`config.mk`:
```
export PLATFORM = sky130hd
export DESIGN_NAME = grid_cell_placer
export DESIGN_NICKNAME = d
export VERILOG_FILES = /design/src/hdl/gcp_pkg.sv /design/src/hdl/grid_cell_placer.sv /design/src/hdl/gcp_datapath.sv /design/src/hdl/gcp_ctrl.sv
export SDC_FILE = /design/constraint.sdc
export NUM_CORES = 1
export LEC_CHECK = 0
export BUFFER_PORTS_ARGS = -buffer_cell sky130_fd_sc_hd__buf_2
export CORE_ASPECT_RATIO = 1.5
export CORE_UTILIZATION = 34
export DETAILED_ROUTE_END_ITERATION = 10
export PLACE_DENSITY_LB_ADDON = 0.1
export SLEW_MARGIN = 20
export SYNTH_ARGS = -nofsm -noshare
export SYNTH_HDL_FRONTEND = slang
export SYNTH_HIERARCHICAL = 1
export SYNTH_SLANG_ARGS = --single-unit
```
`constraint.sdc`:
```
create_clock -name aclk -period 10 [get_ports aclk]
set_input_delay 0.5 -clock aclk [delete_from_list [all_inputs] [get_ports aclk]]
set_output_delay 0.5 -clock aclk [all_outputs]
set_load 0.02 [all_outputs]
```
`src/hdl/gcp_pkg.sv`:
```
// Shared types, codes and constants for the grid cell placer.
`default_nettype none

package gcp_pkg;

    // Default grid limits
    localparam int DEF_MAX_COLS = 16;
    localparam int DEF_MAX_ROWS = 16;

    // Stream widths
    localparam int S_TDATA_W  = 16;
    localparam int S_TUSER_W  = 6;
    localparam int M_TDATA_W  = 24;
    localparam int OUT_USED_W = 18;
    localparam int OUT_PAD_W  = M_TDATA_W - OUT_USED_W;

    // Configuration port
    localparam int CFG_IDX_W  = 1;
    localparam int CFG_DATA_W = 5;
    localparam logic [CFG_IDX_W-1:0]  REG_NUM_COLS = 1'd0;
    localparam logic [CFG_IDX_W-1:0]  REG_NUM_ROWS = 1'd1;
    localparam logic [CFG_DATA_W-1:0] CNT_RESET    = 5'd16;

    // Request codes
    localparam logic [1:0] REQ_CLEAR   = 2'd0;
    localparam logic [1:0] REQ_RESERVE = 2'd1;
    localparam logic [1:0] REQ_PLACE   = 2'd2;

    // Placement modes; auto and area both fall to the default
    localparam logic [1:0] MODE_LINE = 2'd1;
    localparam logic [1:0] MODE_SPAN = 2'd2;

    // Signed grid coordinate: holds line values, spans and their sums
    localparam int POS_W = 9;
    typedef logic signed [POS_W-1:0] pos_t;
    localparam pos_t POS_ZERO = '0;
    localparam pos_t POS_ONE  = 9'sd1;

    // Controller to datapath
    typedef struct packed {
        logic load_place;
        logic load_reserve;
        logic clear_map;
        logic skip_row;
        logic next_col;
        logic ri_start;
        logic ri_step;
        logic mark_wr;
        logic out_load;
    } cmd_t;

    // Datapath to controller
    typedef struct packed {
        logic [1:0] req_type;
        logic       both_line;
        logic       row_done;
        logic       overrun;
        logic       empty_window;
        logic       rspan_empty;
        logic       row_taken;
        logic       last_row;
    } sts_t;

    // Zero counts as one, anything above the maximum saturates
    function automatic pos_t limit_count(logic [CFG_DATA_W-1:0] v, pos_t maxv);
        pos_t x;
        x = pos_t'({{(POS_W-CFG_DATA_W){1'b0}}, v});
        if (x == POS_ZERO) begin
            return POS_ONE;
        end
        if (x > maxv) begin
            return maxv;
        end
        return x;
    endfunction

endpackage

`default_nettype wire

```
`src/hdl/grid_cell_placer.sv`:
```
// Top level of the grid cell placer: controller plus datapath.
//
//  Channel   Direction  Handshake          Contents
//  s_        in         s_tvalid/s_tready  request word (tuser: kind and modes, tdata: values)
//  m_        out        m_tvalid/m_tready  placed item start/end indices
//  cfg_      in         cfg_wr_en          column and row counts
//
// Clear words are taken in idle; reserve words go through the marking states. A place word
// runs a first-fit search: each candidate position is tested row by row over its window, each
// row read, then checked (one memory read port); then each spanned row is read and marked.
// Reset clears control and the per-row valid bits at once; no clearing pass.
// A finished result sits in the output register while the next word is taken;
// a later result waits until that register is free.
`default_nettype none

module grid_cell_placer #(
    parameter int MAX_COLS = gcp_pkg::DEF_MAX_COLS,
    parameter int MAX_ROWS = gcp_pkg::DEF_MAX_ROWS
) (
    input  wire logic                           aclk,
    input  wire logic                           aresetn,
    input  wire logic                           cfg_wr_en,
    input  wire logic [gcp_pkg::CFG_IDX_W-1:0]  cfg_index,
    input  wire logic [gcp_pkg::CFG_DATA_W-1:0] cfg_data,
    input  wire logic                           s_tvalid,
    output logic                                s_tready,
    // [6:0] col_value, [13:7] row_value, [15:14] zero
    input  wire logic [gcp_pkg::S_TDATA_W-1:0]  s_tdata,
    // [1:0] req_type, [3:2] col_mode, [5:4] row_mode
    input  wire logic [gcp_pkg::S_TUSER_W-1:0]  s_tuser,
    output logic                                m_tvalid,
    input  wire logic                           m_tready,
    // [3:0] col_first, [8:4] col_end, [12:9] row_first, [17:13] row_end, [23:18] zero
    output logic      [gcp_pkg::M_TDATA_W-1:0]  m_tdata
);
    import gcp_pkg::*;

    cmd_t cmd;
    sts_t sts;

    gcp_ctrl u_ctrl (
        .aclk     (aclk),
        .aresetn  (aresetn),
        .s_tvalid (s_tvalid),
        .s_tready (s_tready),
        .m_tvalid (m_tvalid),
        .m_tready (m_tready),
        .sts      (sts),
        .cmd      (cmd)
    );

    gcp_datapath #(
        .MAX_COLS (MAX_COLS),
        .MAX_ROWS (MAX_ROWS)
    ) u_datapath (
        .aclk      (aclk),
        .aresetn   (aresetn),
        .cfg_wr_en (cfg_wr_en),
        .cfg_index (cfg_index),
        .cfg_data  (cfg_data),
        .s_tdata   (s_tdata),
        .s_tuser   (s_tuser),
        .m_tdata   (m_tdata),
        .cmd       (cmd),
        .sts       (sts)
    );

endmodule

`default_nettype wire

```
`src/hdl/gcp_datapath.sv`:
```
// Datapath: config registers, occupancy memory, search cursor and result register.
`default_nettype none

module gcp_datapath #(
    parameter int MAX_COLS = gcp_pkg::DEF_MAX_COLS,
    parameter int MAX_ROWS = gcp_pkg::DEF_MAX_ROWS
) (
    input  wire logic                           aclk,
    input  wire logic                           aresetn,
    input  wire logic                           cfg_wr_en,
    input  wire logic [gcp_pkg::CFG_IDX_W-1:0]  cfg_index,
    input  wire logic [gcp_pkg::CFG_DATA_W-1:0] cfg_data,
    input  wire logic [gcp_pkg::S_TDATA_W-1:0]  s_tdata,
    input  wire logic [gcp_pkg::S_TUSER_W-1:0]  s_tuser,
    output logic      [gcp_pkg::M_TDATA_W-1:0]  m_tdata,
    input  wire gcp_pkg::cmd_t                  cmd,
    output gcp_pkg::sts_t                       sts
);
    import gcp_pkg::*;

    localparam int   ROW_AW = (MAX_ROWS > 1) ? $clog2(MAX_ROWS) : 1;
    localparam pos_t MAX_C  = pos_t'(MAX_COLS);
    localparam pos_t MAX_R  = pos_t'(MAX_ROWS);

    logic [CFG_DATA_W-1:0] num_cols_reg, num_rows_reg;
    pos_t cs_reg, cs_next, rs_reg, rs_next;
    pos_t cspan_reg, cspan_next, rspan_reg, rspan_next;
    pos_t ri_reg, ri_next;
    pos_t nc, nr, ce, re, cs_inc;
    pos_t first_c, end_c, first_r, end_r;

    logic [1:0]          req_type, col_mode, row_mode;
    logic signed [6:0]   col_value, row_value;
    pos_t                col_val_ext, row_val_ext;

    logic [MAX_COLS-1:0] occ_mem [MAX_ROWS];
    logic [MAX_COLS-1:0] rd_word_reg, row_word, col_mask;
    logic                rd_valid_reg;
    logic [MAX_ROWS-1:0] row_valid_reg;
    logic [ROW_AW-1:0]   addr;
    logic                row_in;

    logic [3:0] col_first_reg, row_first_reg;
    logic [4:0] col_end_reg, row_end_reg;

    // Word fields
    assign req_type    = s_tuser[1:0];
    assign col_mode    = s_tuser[3:2];
    assign row_mode    = s_tuser[5:4];
    assign col_value   = s_tdata[6:0];
    assign row_value   = s_tdata[13:7];
    assign col_val_ext = pos_t'(col_value);
    assign row_val_ext = pos_t'(row_value);

    assign nc     = limit_count(num_cols_reg, MAX_C);
    assign nr     = limit_count(num_rows_reg, MAX_R);
    assign ce     = cs_reg + cspan_reg;
    assign re     = rs_reg + rspan_reg;
    assign cs_inc = cs_reg + POS_ONE;
    assign addr   = ri_reg[ROW_AW-1:0];
    assign row_in = !ri_reg[POS_W-1] && (ri_reg < nr);

    // In-grid columns covered by the current window
    always_comb begin
        for (int c = 0; c < MAX_COLS; c++) begin
            col_mask[c] = (pos_t'(c) >= cs_reg) && (pos_t'(c) < ce) && (pos_t'(c) < nc);
        end
    end

    assign row_word = rd_valid_reg ? rd_word_reg : '0;

    // Status
    always_comb begin
        sts.req_type     = req_type;
        sts.both_line    = (col_mode == MODE_LINE) && (row_mode == MODE_LINE);
        sts.row_done     = (rs_reg >= nr);
        sts.overrun      = (ce > nc);
        sts.empty_window = (cspan_reg < POS_ONE) || (rspan_reg < POS_ONE);
        sts.rspan_empty  = (rspan_reg < POS_ONE);
        // off-grid cells count as taken
        sts.row_taken    = !row_in || cs_reg[POS_W-1] || (|(row_word & col_mask));
        sts.last_row     = ((ri_reg + POS_ONE) >= re);
    end

    // Cursor and span updates
    always_comb begin
        cs_next    = cs_reg;
        rs_next    = rs_reg;
        cspan_next = cspan_reg;
        rspan_next = rspan_reg;
        priority if (cmd.load_place) begin
            cs_next    = (col_mode == MODE_LINE) ? col_val_ext : POS_ZERO;
            rs_next    = (row_mode == MODE_LINE) ? row_val_ext : POS_ZERO;
            cspan_next = (col_mode == MODE_SPAN) ? col_val_ext : POS_ONE;
            rspan_next = (row_mode == MODE_SPAN) ? row_val_ext : POS_ONE;
        end else if (cmd.load_reserve) begin
            cs_next    = col_val_ext;
            rs_next    = row_val_ext;
            cspan_next = POS_ONE;
            rspan_next = POS_ONE;
        end else if (cmd.skip_row) begin
            cs_next = POS_ZERO;
            rs_next = rs_reg + POS_ONE;
        end else if (cmd.next_col) begin
            if (cs_inc >= nc) begin
                cs_next = POS_ZERO;
                rs_next = rs_reg + POS_ONE;
            end else begin
                cs_next = cs_inc;
            end
        end else begin
            cs_next = cs_reg;
        end

        priority if (cmd.ri_start) begin
            ri_next = rs_reg;
        end else if (cmd.ri_step) begin
            ri_next = ri_reg + POS_ONE;
        end else begin
            ri_next = ri_reg;
        end
    end

    always_ff @(posedge aclk) begin
        cs_reg    <= cs_next;
        rs_reg    <= rs_next;
        cspan_reg <= cspan_next;
        rspan_reg <= rspan_next;
        ri_reg    <= ri_next;
    end

    // Config registers
    always_ff @(posedge aclk) begin
        if (!aresetn) begin
            num_cols_reg <= CNT_RESET;
            num_rows_reg <= CNT_RESET;
        end else if (cfg_wr_en) begin
            unique case (cfg_index)
                REG_NUM_COLS: num_cols_reg <= cfg_data;
                REG_NUM_ROWS: num_rows_reg <= cfg_data;
            endcase
        end
    end

    // Occupancy memory, one row word per entry; registered read at the row cursor
    always_ff @(posedge aclk) begin
        if (cmd.mark_wr && row_in) begin
            occ_mem[addr] <= row_word | col_mask;
        end
        rd_word_reg  <= occ_mem[addr];
        rd_valid_reg <= row_valid_reg[addr];
    end

    // A row never written since reset or clear reads as free
    always_ff @(posedge aclk) begin
        if (!aresetn || cmd.clear_map) begin
            row_valid_reg <= '0;
        end else if (cmd.mark_wr && row_in) begin
            row_valid_reg[addr] <= 1'b1;
        end
    end

    // Clamp to the grid
    always_comb begin
        first_c = cs_reg[POS_W-1] ? POS_ZERO : ((cs_reg > nc - POS_ONE) ? nc - POS_ONE : cs_reg);
        end_c   = (ce < POS_ONE) ? POS_ONE : ((ce > nc) ? nc : ce);
        first_r = rs_reg[POS_W-1] ? POS_ZERO : ((rs_reg > nr - POS_ONE) ? nr - POS_ONE : rs_reg);
        end_r   = (re < POS_ONE) ? POS_ONE : ((re > nr) ? nr : re);
    end

    always_ff @(posedge aclk) begin
        if (cmd.out_load) begin
            col_first_reg <= first_c[3:0];
            col_end_reg   <= end_c[4:0];
            row_first_reg <= first_r[3:0];
            row_end_reg   <= end_r[4:0];
        end
    end

    assign m_tdata = {{OUT_PAD_W{1'b0}}, row_end_reg, row_first_reg, col_end_reg, col_first_reg};

endmodule

`default_nettype wire

```
`src/hdl/gcp_ctrl.sv`:
```
// Controller: sequences clear, reserve, first-fit search, marking and result hand-off.
`default_nettype none

module gcp_ctrl (
    input  wire logic          aclk,
    input  wire logic          aresetn,
    input  wire logic          s_tvalid,
    output logic               s_tready,
    output logic               m_tvalid,
    input  wire logic          m_tready,
    input  wire gcp_pkg::sts_t sts,
    output gcp_pkg::cmd_t      cmd
);
    import gcp_pkg::*;

    typedef enum logic [2:0] {
        ST_IDLE,
        ST_SEARCH,
        ST_TEST_RD,
        ST_TEST_CHK,
        ST_MARK_INIT,
        ST_MARK_RD,
        ST_MARK_WR,
        ST_FINISH
    } state_t;

    state_t state_reg, state_next;
    logic   place_reg, place_next;
    logic   out_valid_reg, out_valid_next;

    assign s_tready = (state_reg == ST_IDLE);
    assign m_tvalid = out_valid_reg;

    always_comb begin
        cmd        = '0;
        state_next = state_reg;
        place_next = place_reg;

        unique case (state_reg)
            ST_IDLE: begin
                if (s_tvalid) begin
                    unique case (sts.req_type)
                        REQ_CLEAR: begin
                            cmd.clear_map = 1'b1;
                        end
                        REQ_RESERVE: begin
                            if (sts.both_line) begin
                                cmd.load_reserve = 1'b1;
                                place_next       = 1'b0;
                                state_next       = ST_MARK_INIT;
                            end
                        end
                        REQ_PLACE: begin
                            cmd.load_place = 1'b1;
                            place_next     = 1'b1;
                            state_next     = sts.both_line ? ST_MARK_INIT : ST_SEARCH;
                        end
                        default: begin
                            state_next = ST_IDLE;
                        end
                    endcase
                end
            end
            ST_SEARCH: begin
                priority if (sts.row_done) begin
                    // no fit: keep the position reached
                    state_next = ST_MARK_INIT;
                end else if (sts.overrun) begin
                    cmd.skip_row = 1'b1;
                end else if (sts.empty_window) begin
                    state_next = ST_MARK_INIT;
                end else begin
                    cmd.ri_start = 1'b1;
                    state_next   = ST_TEST_RD;
                end
            end
            ST_TEST_RD: begin
                state_next = ST_TEST_CHK;
            end
            ST_TEST_CHK: begin
                priority if (sts.row_taken) begin
                    cmd.next_col = 1'b1;
                    state_next   = ST_SEARCH;
                end else if (sts.last_row) begin
                    state_next = ST_MARK_INIT;
                end else begin
                    cmd.ri_step = 1'b1;
                    state_next  = ST_TEST_RD;
                end
            end
            ST_MARK_INIT: begin
                cmd.ri_start = 1'b1;
                state_next   = sts.rspan_empty ? ST_FINISH : ST_MARK_RD;
            end
            ST_MARK_RD: begin
                state_next = ST_MARK_WR;
            end
            ST_MARK_WR: begin
                cmd.mark_wr = 1'b1;
                if (sts.last_row) begin
                    state_next = ST_FINISH;
                end else begin
                    cmd.ri_step = 1'b1;
                    state_next  = ST_MARK_RD;
                end
            end
            ST_FINISH: begin
                if (!place_reg) begin
                    state_next = ST_IDLE;
                end else if (!out_valid_reg || m_tready) begin
                    cmd.out_load = 1'b1;
                    state_next   = ST_IDLE;
                end
            end
            default: begin
                state_next = ST_IDLE;
            end
        endcase

        out_valid_next = cmd.out_load ? 1'b1 : (m_tready ? 1'b0 : out_valid_reg);
    end

    always_ff @(posedge aclk) begin
        if (!aresetn) begin
            state_reg     <= ST_IDLE;
            place_reg     <= 1'b0;
            out_valid_reg <= 1'b0;
        end else begin
            state_reg     <= state_next;
            place_reg     <= place_next;
            out_valid_reg <= out_valid_next;
        end
    end

endmodule

`default_nettype wire
```
==> results of run 1 <==
-- final timing paths --
kind                                                                from                                       end  slack [ns]  depth (start not counted)
worst max-delay path                      u_datapath/cs_reg[1]$_DFFE_PP_            u_datapath/rs_reg[3]$_DFFE_PP_        4.51                         14
worst min-delay path                                          s_tdata[7]     u_datapath/rspan_reg[0]$_SDFFCE_PN1P_        0.24                          2
worst max register to register            u_datapath/cs_reg[1]$_DFFE_PP_            u_datapath/rs_reg[3]$_DFFE_PP_        4.51                         14
worst min register to register  u_datapath/row_valid_reg[2]$_SDFFE_PP0P_  u_datapath/row_valid_reg[2]$_SDFFE_PP0P_        0.46                          1
-- cell usage after synthesis (7+ instances only) --
cell | instances | area share, %
edfxtp_1 | 315 | 54
mux4_2 | 85 | 11
ha_1 | 84 | 6.0
nand2_1 | 77 | 1.6
nor2_1 | 69 | 1.5
dfxtp_1 | 48 | 5.5
inv_1 | 44 | 0.94
a21oi_1 | 38 | 1.1
o21ai_0 | 38 | 1.1
o21a_1 | 32 | 1.4
clkbuf_1 | 30 | 0.64
xnor2_1 | 25 | 1.2
nand3_1 | 23 | 0.65
nor3_1 | 22 | 0.63
and2_1 | 21 | 0.75
nor2b_1 | 21 | 0.75
a21o_1 | 20 | 0.85
nand2b_1 | 17 | 0.61
xor2_1 | 16 | 0.80
mux2i_1 | 12 | 0.68
nand4_1 | 12 | 0.43
buf_4 | 10 | 0.43
buf_1 | 9 | 0.19
or3_1 | 9 | 0.32
a21boi_0 | 8 | 0.34
a211oi_1 | 7 | 0.30
and3_1 | 7 | 0.25
buf_2 | 7 | 0.20
mux2_2 | 7 | 0.45
o21ai_1 | 7 | 0.20
-- metrics by stage --
| step | cell area, µm² | hold slack, ns |
|---|---|---|
| after detailed placement | 18700 | 0.450 |
| after floorplan | 17600 | 0.435 |
| after global placement | 18700 | 0.441 |
| final | 19800 | 0.241 |
| after CTS | 19800 | 0.213 |
| after global routing | 19800 | 0.223 |
-- cell type report --
cell class / instances / area [µm²] / share of cell area [%]
clock buffers: 52 / 1000 / 5.05
clock inverters: 12 / 123 / 0.618
inverters: 45 / 169 / 0.852
multi-input cells: 770 / 6840 / 34.5
flip-flops and latches: 363 / 10400 / 52.6
well taps: 669 / 837 / 4.22
repair buffers: 75 / 438 / 2.21
-- kinds of logic (layout without fill, tap and decap cells) --
| kind of cell | after synthesis | count (layout) | share of synthesized area, % |
|---|---|---|---|
| AO/OA/AOI/OAI | 214 | 214 | 8.63 |
| XOR/XNOR | 41 | 41 | 2.04 |
| adder cells (fa/ha/maj) | 86 | 86 | 6.21 |
| buffers and inverters | 103 | 184 | 2.55 |
| flip-flops | 363 | 363 | 59.3 |
| multiplexers | 104 | 104 | 12.0 |
| other | 2 | 10 | 0.0427 |
| AND/OR/NAND/NOR | 315 | 315 | 9.23 |
-- routing by layer --
layer,up-vias,wire length (µm),share of wire (%)
met2,206,24300,53
met5,-,0,0
met4,0,1550,3.4
met3,86,1410,3.1
li1,4862,-,-
met1,5313,18700,41
-- power by group through the flow --
stage,registers (mW),clock network (mW),logic (mW)
2_1_floorplan,1.72,0,0.214
3_3_place_gp,1.73,0,0.293
3_5_place_dp,1.73,0,0.297
4_1_cts,1.70,1.37,0.299
5_1_grt,1.70,1.42,0.328
6_report,1.70,1.33,0.295
-- worst max-delay path: stages, from the launching register on --
cell and delay [ns]:
edfxtp_1 0.73, ha_1 0.36, a211oi_2 0.33, nor2_1 0.12, nor2_1 0.65, a21oi_1 0.12
a2111oi_0 0.78, nand2_1 0.22, nand4_1 0.15, a211oi_1 0.06, a32oi_1 0.44, nand3_1 0.18
inv_1 0.08, or3_1 0.36, and2_1 0.51
==> flow_metrics.tcl, run 1 <==
set metrics [dict create \
    status "completed" \
    antenna_found_initial 0 \
    max-slew-margin-rel_pct 36.4 \
    largest_register_ffs 256 \
    cts_buffers 36 \
    fin_crit_sh_pct 54.9 \
    switching_share_pct 23.4 \
    clockPowerShare_pct 39.9 \
    fp.dieW_um 188 \
    cts-resized-gates 0 \
    initial_core_util_pct 34.6 \
    switchingPower_mw 0.776 \
    gp_congestion 0.867 \
    grtUsageMet2_pct 32.8 \
    htreeDepth 2 \
    dp_slack_ns 4.53 \
    grtUsageMet3_pct 2.20 \
    synth_edf_count 315 \
    leakagePower_nw 6.92 \
    fin_nets 1410 \
    dpl.hpwl_um 30000 \
    clock_path_buffers 3 \
    worst_ep_required_time_ns 10.17 \
    cts_tree "done" \
    clkTransAtPathRegs_ns 0.07 \
    vias 10500 \
    instances_no_fill 1986 \
    die_area_um2 52600 \
    global_route.usage.met1_pct 20.6 \
    grt_max_degree 60 \
    wl_um 45900 \
    fin_crit_ns 5.49 \
    drt_iter0_markers 725 \
    syn_area_per_cell_um2 14.3 \
    ys.flop_type "edfxtp_1" \
    seq_area_frac_synth_pct 59.3 \
    netlist_area_um2 17600 \
    antenna_cells 0 \
    final_util_pct 39.0 \
    fin_setup_tns_ns 0 \
    hold_buffers 0 \
    dp.cells 1922 \
    critPathLaunchType "flip-flop" \
    fin_ws_ns 4.51 \
    synthArstFlopShare_pct 0 \
    layout.cells.most_common "edfxtp_1" \
    drv_cap 0 \
    path_class "reg2reg" \
    die_y_um 280 \
    grt-busiest-layer "met2" \
    std_cell_rows 101 \
    cts.sinks 363 \
    peakVddDrop_uv 119 \
    num_io_pins 59 \
    fmax_ghz 0.182 \
    ant_nets 0 \
    ys_ff_latch 363 \
    crit_fanout 14 \
    worst_slew_pin_slew_ns 0.941 \
    post_cts_buffers 0 \
    critPathArrivalTime_ns 5.66 \
    internal_power_mw 2.54 \
    crit_path_end_kind "flip-flop" \
    wire_per_inst_um 23.1 \
    combPwrFrac_pct 8.9 \
    yosysWarnings 6 \
    area_growth_pct 12.8 \
    design_power_total_mw 3.32 \
    viasPerCell 5.27 \
    grt_pass1_vias 10900 \
    hold_viol_final 0 \
    n_fill_cell 4791 \
    rsz0062_at_grt "no" \
    drive_above_1_share_pct 19.4 \
    drt-pass1-iter-count 5 \
    ys_types 82 \
    syn_inst 1228 \
    insertion_delay_ns 0.54 \
    pwr_density_cell_nw_per_um2 167 \
    placeableCoreArea_um2 50800 \
    grt_use_total_pct 17.7 \
    mostFrequentLayoutCells "edfxtp_1, mux4_2, ha_1" \
    drc 0 \
    grt_pass1_wl_um 68800 \
    pwr-share-seq_pct 51.2 \
    drv_slew 0 \
    hold_class "in2reg" \
    grt_overflow_total 0 \
    timing.clock.skew_ns 0.0241 \
    portBuffers 50 \
    root_buffer "clkbuf_16" \
    setup_viol 0 \
]
Note: power is estimated with default switching activity, not from simulation.
==> run 2, diff against run 1 <==
==> constraint.sdc (replaced) <==
create_clock -name aclk -period 4.8 [get_ports aclk]
set_input_delay 0.24 -clock aclk [delete_from_list [all_inputs] [get_ports aclk]]
set_output_delay 0.24 -clock aclk [all_outputs]
set_load 0.02 [all_outputs]
==> run 2 against run 1 <==
Effect of this change: utilization rose by 0.64 points; clock power rose by 110%; maximum frequency rose by 21%; global-route usage barely moved; critical path type unchanged; highest routed layer unchanged.
==> flow_metrics.tcl, run 2 (same netlist as run 1, synthesis figures left out) <==
set metrics [dict create \
    status "completed" \
    slowest_stage "fa_1" \
    worst_slew_pin_slew_ns 1.00 \
    insertion_delay_ns 0.54 \
    std_cell_rows 101 \
    critPathArrivalTime_ns 4.81 \
    hold_class "in2reg" \
    root_buffer "clkbuf_16" \
    ant_nets 0 \
    path_class "reg2reg" \
    drc 0 \
    antenna_found_initial 0 \
    mostFrequentLayoutCells "edfxtp_1, mux4_2, ha_1" \
    n_fill_cell 4847 \
    num_io_pins 59 \
    setup_viol 0 \
    max_stage_delay_ns 0.42 \
    cts_tree "done" \
    grt_pass1_vias 11200 \
    post_cts_buffers 0 \
    viasPerCell 5.19 \
    cts.sinks 363 \
    cts_buffers 38 \
    drt_iter0_markers 523 \
    vias 10500 \
    die_y_um 280 \
    dpl.hpwl_um 31200 \
    design_power_total_mw 6.95 \
    die_area_um2 52600 \
    layout.cells.most_common "edfxtp_1" \
    grt_use_total_pct 17.7 \
    clock_path_buffers 3 \
    largest_register_ffs 256 \
    crit_chain "ha_1, fa_1, a21o_1, a21oi_1, nand2b_1, o22ai_2, nand3b_1, o221a_2, a22o_1, nor4_2, a32oi_2, nand3_1, inv_1, or3_1, and2_1, buf_4" \
    wire_per_inst_um 22.6 \
    wl_um 45800 \
    fin_setup_tns_ns 0 \
    grt-busiest-layer "met2" \
    critPathLaunchType "flip-flop" \
    gp_congestion 0.867 \
    grt_pass1_wl_um 69000 \
    timing.clock.skew_ns 0.0217 \
    crit_path_end_kind "flip-flop" \
    htreeDepth 2 \
    drv_slew 0 \
    worst_ep_required_time_ns 5.08 \
    drv_cap 0 \
    clkTransAtPathRegs_ns 0.06 \
    fp.dieW_um 188 \
    multi_input_area_um2 6810 \
    fin_crit_ns 4.52 \
    initial_core_util_pct 34.6 \
    fin_nets 1451 \
    fin_crit_sh_pct 94.3 \
    grt_overflow_total 0 \
    drt-pass1-iter-count 5 \
    peakVddDrop_uv 238 \
    max-slew-margin-rel_pct 32.4 \
    grt_max_degree 54 \
    area_growth_pct 14.6 \
    fmax_ghz 0.221 \
    drive_above_1_share_pct 20.8 \
    grtUsageMet2_pct 34.2 \
    pwr_density_cell_nw_per_um2 345 \
    seqCellArea_um2 10400 \
    global_route.usage.met1_pct 19.0 \
    portBuffers 50 \
    crit_fanout 9 \
    placeableCoreArea_um2 50800 \
    hold_viol_final 0 \
    leakagePower_nw 7.12 \
    rsz0062_at_grt "no" \
    grtUsageMet3_pct 2.13 \
]
==> run 2: final timing paths <==
kind | startpoint | to | slack [ns] | cells past startpoint
max | u_datapath/cs_reg[0]$_DFFE_PP_ | u_datapath/rs_reg[3]$_DFFE_PP_ | 0.28 | 16
min | aresetn | u_datapath/num_rows_reg[4]$_SDFFE_PN1P_ | 0.03 | 2
max reg2reg | u_datapath/cs_reg[0]$_DFFE_PP_ | u_datapath/rs_reg[3]$_DFFE_PP_ | 0.28 | 16
min reg2reg | u_datapath/row_valid_reg[12]$_SDFFE_PP0P_ | u_datapath/row_valid_reg[12]$_SDFFE_PP0P_ | 0.46 | 1
==> run 2: timing repair <==
action	4_1_cts	5_1_grt
setup endpoints to repair	0	2
hold buffers	14	0
endpoints found under the hold margin	18	0
resized for setup	0	2
==> run 2: per-layer routing <==
layer	vias to the layer above	part of all wire (%)
met5	-	0
met3	93	2.8
met4	0	4.0
li1	4949	-
met1	5298	38
met2	200	55
==> run 2: area by class of cell <==
| class | instances | area share [%] |
|---|---|---|
| flip-flops and latches | 363 | 51.7 |
| multi-input cells | 770 | 33.8 |
| diodes | 1 | 0.0124 |
| inverters | 45 | 0.838 |
| clock inverters | 10 | 0.453 |
| repair buffers | 114 | 3.80 |
| clock buffers | 59 | 5.26 |
| well taps | 669 | 4.15 |
==> run 2: power breakdown <==
group | internal [mW] | switching (mW)
Clock | 1.58 | 1.19
Combinational | 0.254 | 0.393
Sequential | 3.50 | 0.0311
==> run 2: worst max-delay path, delay by kind of cell, from the launching register on <==
kind / cells / cell delay [ns]
flip-flops: 1 / 0.40
AND/OR/NAND/NOR: 6 / 1.42
buffers and inverters: 2 / 0.22
AO/OA/AOI/OAI: 6 / 1.51
adder cells (fa/ha/maj): 2 / 0.69
==> run 2: through the flow <==
stage | hold slack [ns] | util, % | setup WS [ns] | instance area, µm² | instances
3_3_place_gp | 0.444 | 37.1 | 0.273 | 18800 | 1947
6_report | 0.0252 | 39.7 | 0.276 | 20200 | 2031
3_5_place_dp | 0.450 | 37.1 | 0.228 | 18800 | 1947
5_1_grt | 0.0263 | 39.7 | 0.0905 | 20100 | 2030
4_1_cts | 0.00242 | 39.6 | 0.183 | 20100 | 2030
2_1_floorplan | 0.358 | - | 0.533 | 17600 | 1236
==> run 3, diff against run 2 <==
--- a/config.mk
+++ b/config.mk
@@ -5,6 +5,7 @@
 export SDC_FILE = /design/constraint.sdc
 export NUM_CORES = 1
 export LEC_CHECK = 0
+export ABC_AREA = 1
 export BUFFER_PORTS_ARGS = -buffer_cell sky130_fd_sc_hd__buf_2
 export CORE_ASPECT_RATIO = 1.5
 export CORE_UTILIZATION = 34
==> constraint.sdc (replaced) <==
create_clock -name aclk -period 4.8 [get_ports aclk]
set_input_delay 0.24 -clock aclk [delete_from_list [all_inputs] [get_ports aclk]]
set_output_delay 0.24 -clock aclk [all_outputs]
set_load 0.05 [all_outputs]
==> run 3 against run 2 <==
Effect of this change: power grew 18%; global-route usage grew 1.8 points; hold slack got worse by 0.0028 ns; non-clock buffer count decreased by 20; wire length grew 16%; clock-buffer cell count decreased by 14; final area rose by 3.7%; worst setup slack gained 0.44 ns; clock skew shrank 0.0024 ns; die area rose by 4.1%; final cell count grew 32%; critical endpoint is now u_datapath/cs_reg[2]$_DFFE_PP_; largest cell class unchanged; highest routed layer unchanged.
==> flow_metrics.tcl, run 3 <==
set metrics [dict create \
    instances_no_fill 2674 \
    max-slew-margin-rel_pct 36.9 \
    worst_ep_required_time_ns 5.02 \
    synth_common_cells "edfxtp_1, nand2_1, nor2_1, inv_1, o21ai_0" \
    worst_slew_pin_slew_ns 0.946 \
    hold_class "in2reg" \
    placeableCoreArea_um2 53000 \
    antenna_cells 0 \
    seq_area_frac_synth_pct 56.9 \
    cts_buffers 39 \
    internal_power_mw 5.87 \
    place_area_um2 19400 \
    yosysWarnings 6 \
    hold_buffers 8 \
    fp.dieW_um 191 \
    antenna_found_initial 0 \
    setup_viol 0 \
    clkTransAtPathRegs_ns 0.06 \
    portBuffers 50 \
    leakagePower_nw 8.11 \
    synthArstFlopShare_pct 0 \
    drv_cap 0 \
    fin_nets 2080 \
    htreeDepth 2 \
    dp_slack_ns 0.679 \
    grt_use_total_pct 19.5 \
    drv_slew 0 \
    ys_ff_latch 363 \
    largest_register_ffs 256 \
    grt_pass1_wl_um 80300 \
    cts.sinks 363 \
    die_area_um2 54800 \
    critPathArrivalTime_ns 4.31 \
    combPwrFrac_pct 16.0 \
    hold_viol_final 0 \
    num_io_pins 59 \
    status "completed" \
    final_util_pct 39.4 \
    dp.cells 2594 \
    timing.clock.skew_ns 0.0193 \
    ant_nets 0 \
    rsz0062_at_grt "no" \
    drt_iter0_markers 676 \
    syn_inst 1888 \
    vias 13800 \
    post_cts_buffers 0 \
    die_y_um 286 \
    cts-resized-gates 0 \
    ys.flop_type "edfxtp_1" \
    fin_setup_tns_ns 0 \
    post-synth-top-count-cell "edfxtp_1" \
    crit_fanout 9 \
    std_cell_rows 103 \
    ys_top_cells_by_area "edfxtp_1, nand2_1, ha_1, nor2_1, dfxtp_1" \
    insertion_delay_ns 0.56 \
    layout.cells.most_common "edfxtp_1" \
    peakVddDrop_uv 299 \
    synth_edf_count 315 \
    cts_tree "done" \
    pwr-share-seq_pct 45.1 \
    dpl.hpwl_um 35200 \
    ys_types 60 \
    drc 0 \
    grt_pass1_vias 13700 \
    fmax_ghz 0.245 \
    fin_ws_ns 0.711 \
    netlist_area_um2 18300 \
    timing.hold.ws_ns 0.0224 \
    crit_path_end_kind "flip-flop" \
    switching_share_pct 28.3 \
    switchingPower_mw 2.31 \
    area_growth_pct 14.1 \
    wl_um 53100 \
    path_class "reg2reg" \
    drive_above_1_share_pct 12.1 \
    initial_core_util_pct 34.6 \
    grt_overflow_total 0 \
    mostFrequentLayoutCells "edfxtp_1, nand2_1, nor2_1" \
    design_power_total_mw 8.18 \
    pwr_density_cell_nw_per_um2 392 \
    clock_path_buffers 3 \
    wire_per_inst_um 19.8 \
    syn_area_per_cell_um2 9.70 \
    fin_crit_ns 4.09 \
    stdcell_area_um2 20900 \
    yosysTopAreaCell "edfxtp_1" \
    grt_max_degree 85 \
    critPathLaunchType "flip-flop" \
    gp_congestion 0.865 \
    clockPowerShare_pct 38.9 \
    synth_top_area_share_pct 51.7 \
    viasPerCell 5.15 \
    drt-pass1-iter-count 5 \
    root_buffer "clkbuf_16" \
    fin_crit_sh_pct 85.2 \
]
[run 3: logic make-up after synthesis]
kind of cell	after synthesis	share of synthesized area [%]
AND/OR/NAND/NOR	740	17.5
AO/OA/AOI/OAI	395	12.2
flip-flops	363	56.9
buffers and inverters	276	6.03
adder cells (fa/ha/maj)	86	5.96
XOR/XNOR	26	1.41
other	2	0.0410
[run 3: layer usage]
metal | GRT usage, % | part of all wire, %
met1 | 21.8 | 40
met2 | 36.3 | 52
met4 | 9.25 | 4.8
met3 | 2.25 | 3.7
met5 | 0 | 0
[run 3: worst paths after layout]
kind	slack, ns	start	endpoint	cells past startpoint
hold reg to reg	0.46	u_datapath/row_valid_reg[15]$_SDFFE_PP0P_	u_datapath/row_valid_reg[15]$_SDFFE_PP0P_	2
hold / removal	0.02	s_tdata[5]	u_datapath/cspan_reg[5]$_SDFFCE_PN0P_	3
setup / recovery	0.71	u_datapath/cs_reg[0]$_DFFE_PP_	u_datapath/cs_reg[2]$_DFFE_PP_	22
setup reg to reg	0.71	u_datapath/cs_reg[0]$_DFFE_PP_	u_datapath/cs_reg[2]$_DFFE_PP_	22
[run 3: final cells by class]
cell class	instances	area [µm²]
clock buffers	45	1010
inverters	206	776
well taps	682	853
fillers	5195	32100
clock inverters	27	352
repair buffers	94	601
flip-flops and latches	363	10400
multi-input cells	1257	6880
[run 3: critical path, stage by stage, from the launching register on]
cell and delay (ns):
edfxtp_1 0.43, ha_1 0.27, fa_1 0.45, nand2_1 0.09
clkinv_1 0.06, nor2_2 0.28, ha_1 0.31, a21oi_1 0.14
o21ai_0 0.10, nand3_1 0.07, nand4_1 0.09, nand2_1 0.08
nand2_1 0.07, nand2_2 0.15, inv_1 0.14, inv_1 0.10
nor2_1 0.04, nand3_1 0.13, inv_1 0.05, nor2_1 0.17
inv_1 0.08, nor2_1 0.15, nand2_1 0.28
[run 3: power groups by stage]
stage | registers [mW] | logic, mW | clock network, mW
after floorplan | 3.72 | 0.926 | 0
after CTS | 3.69 | 1.32 | 3.26
after global routing | 3.69 | 1.48 | 3.37
after detailed placement | 3.75 | 1.31 | 0
final | 3.69 | 1.31 | 3.18
after global placement | 3.76 | 1.30 | 0
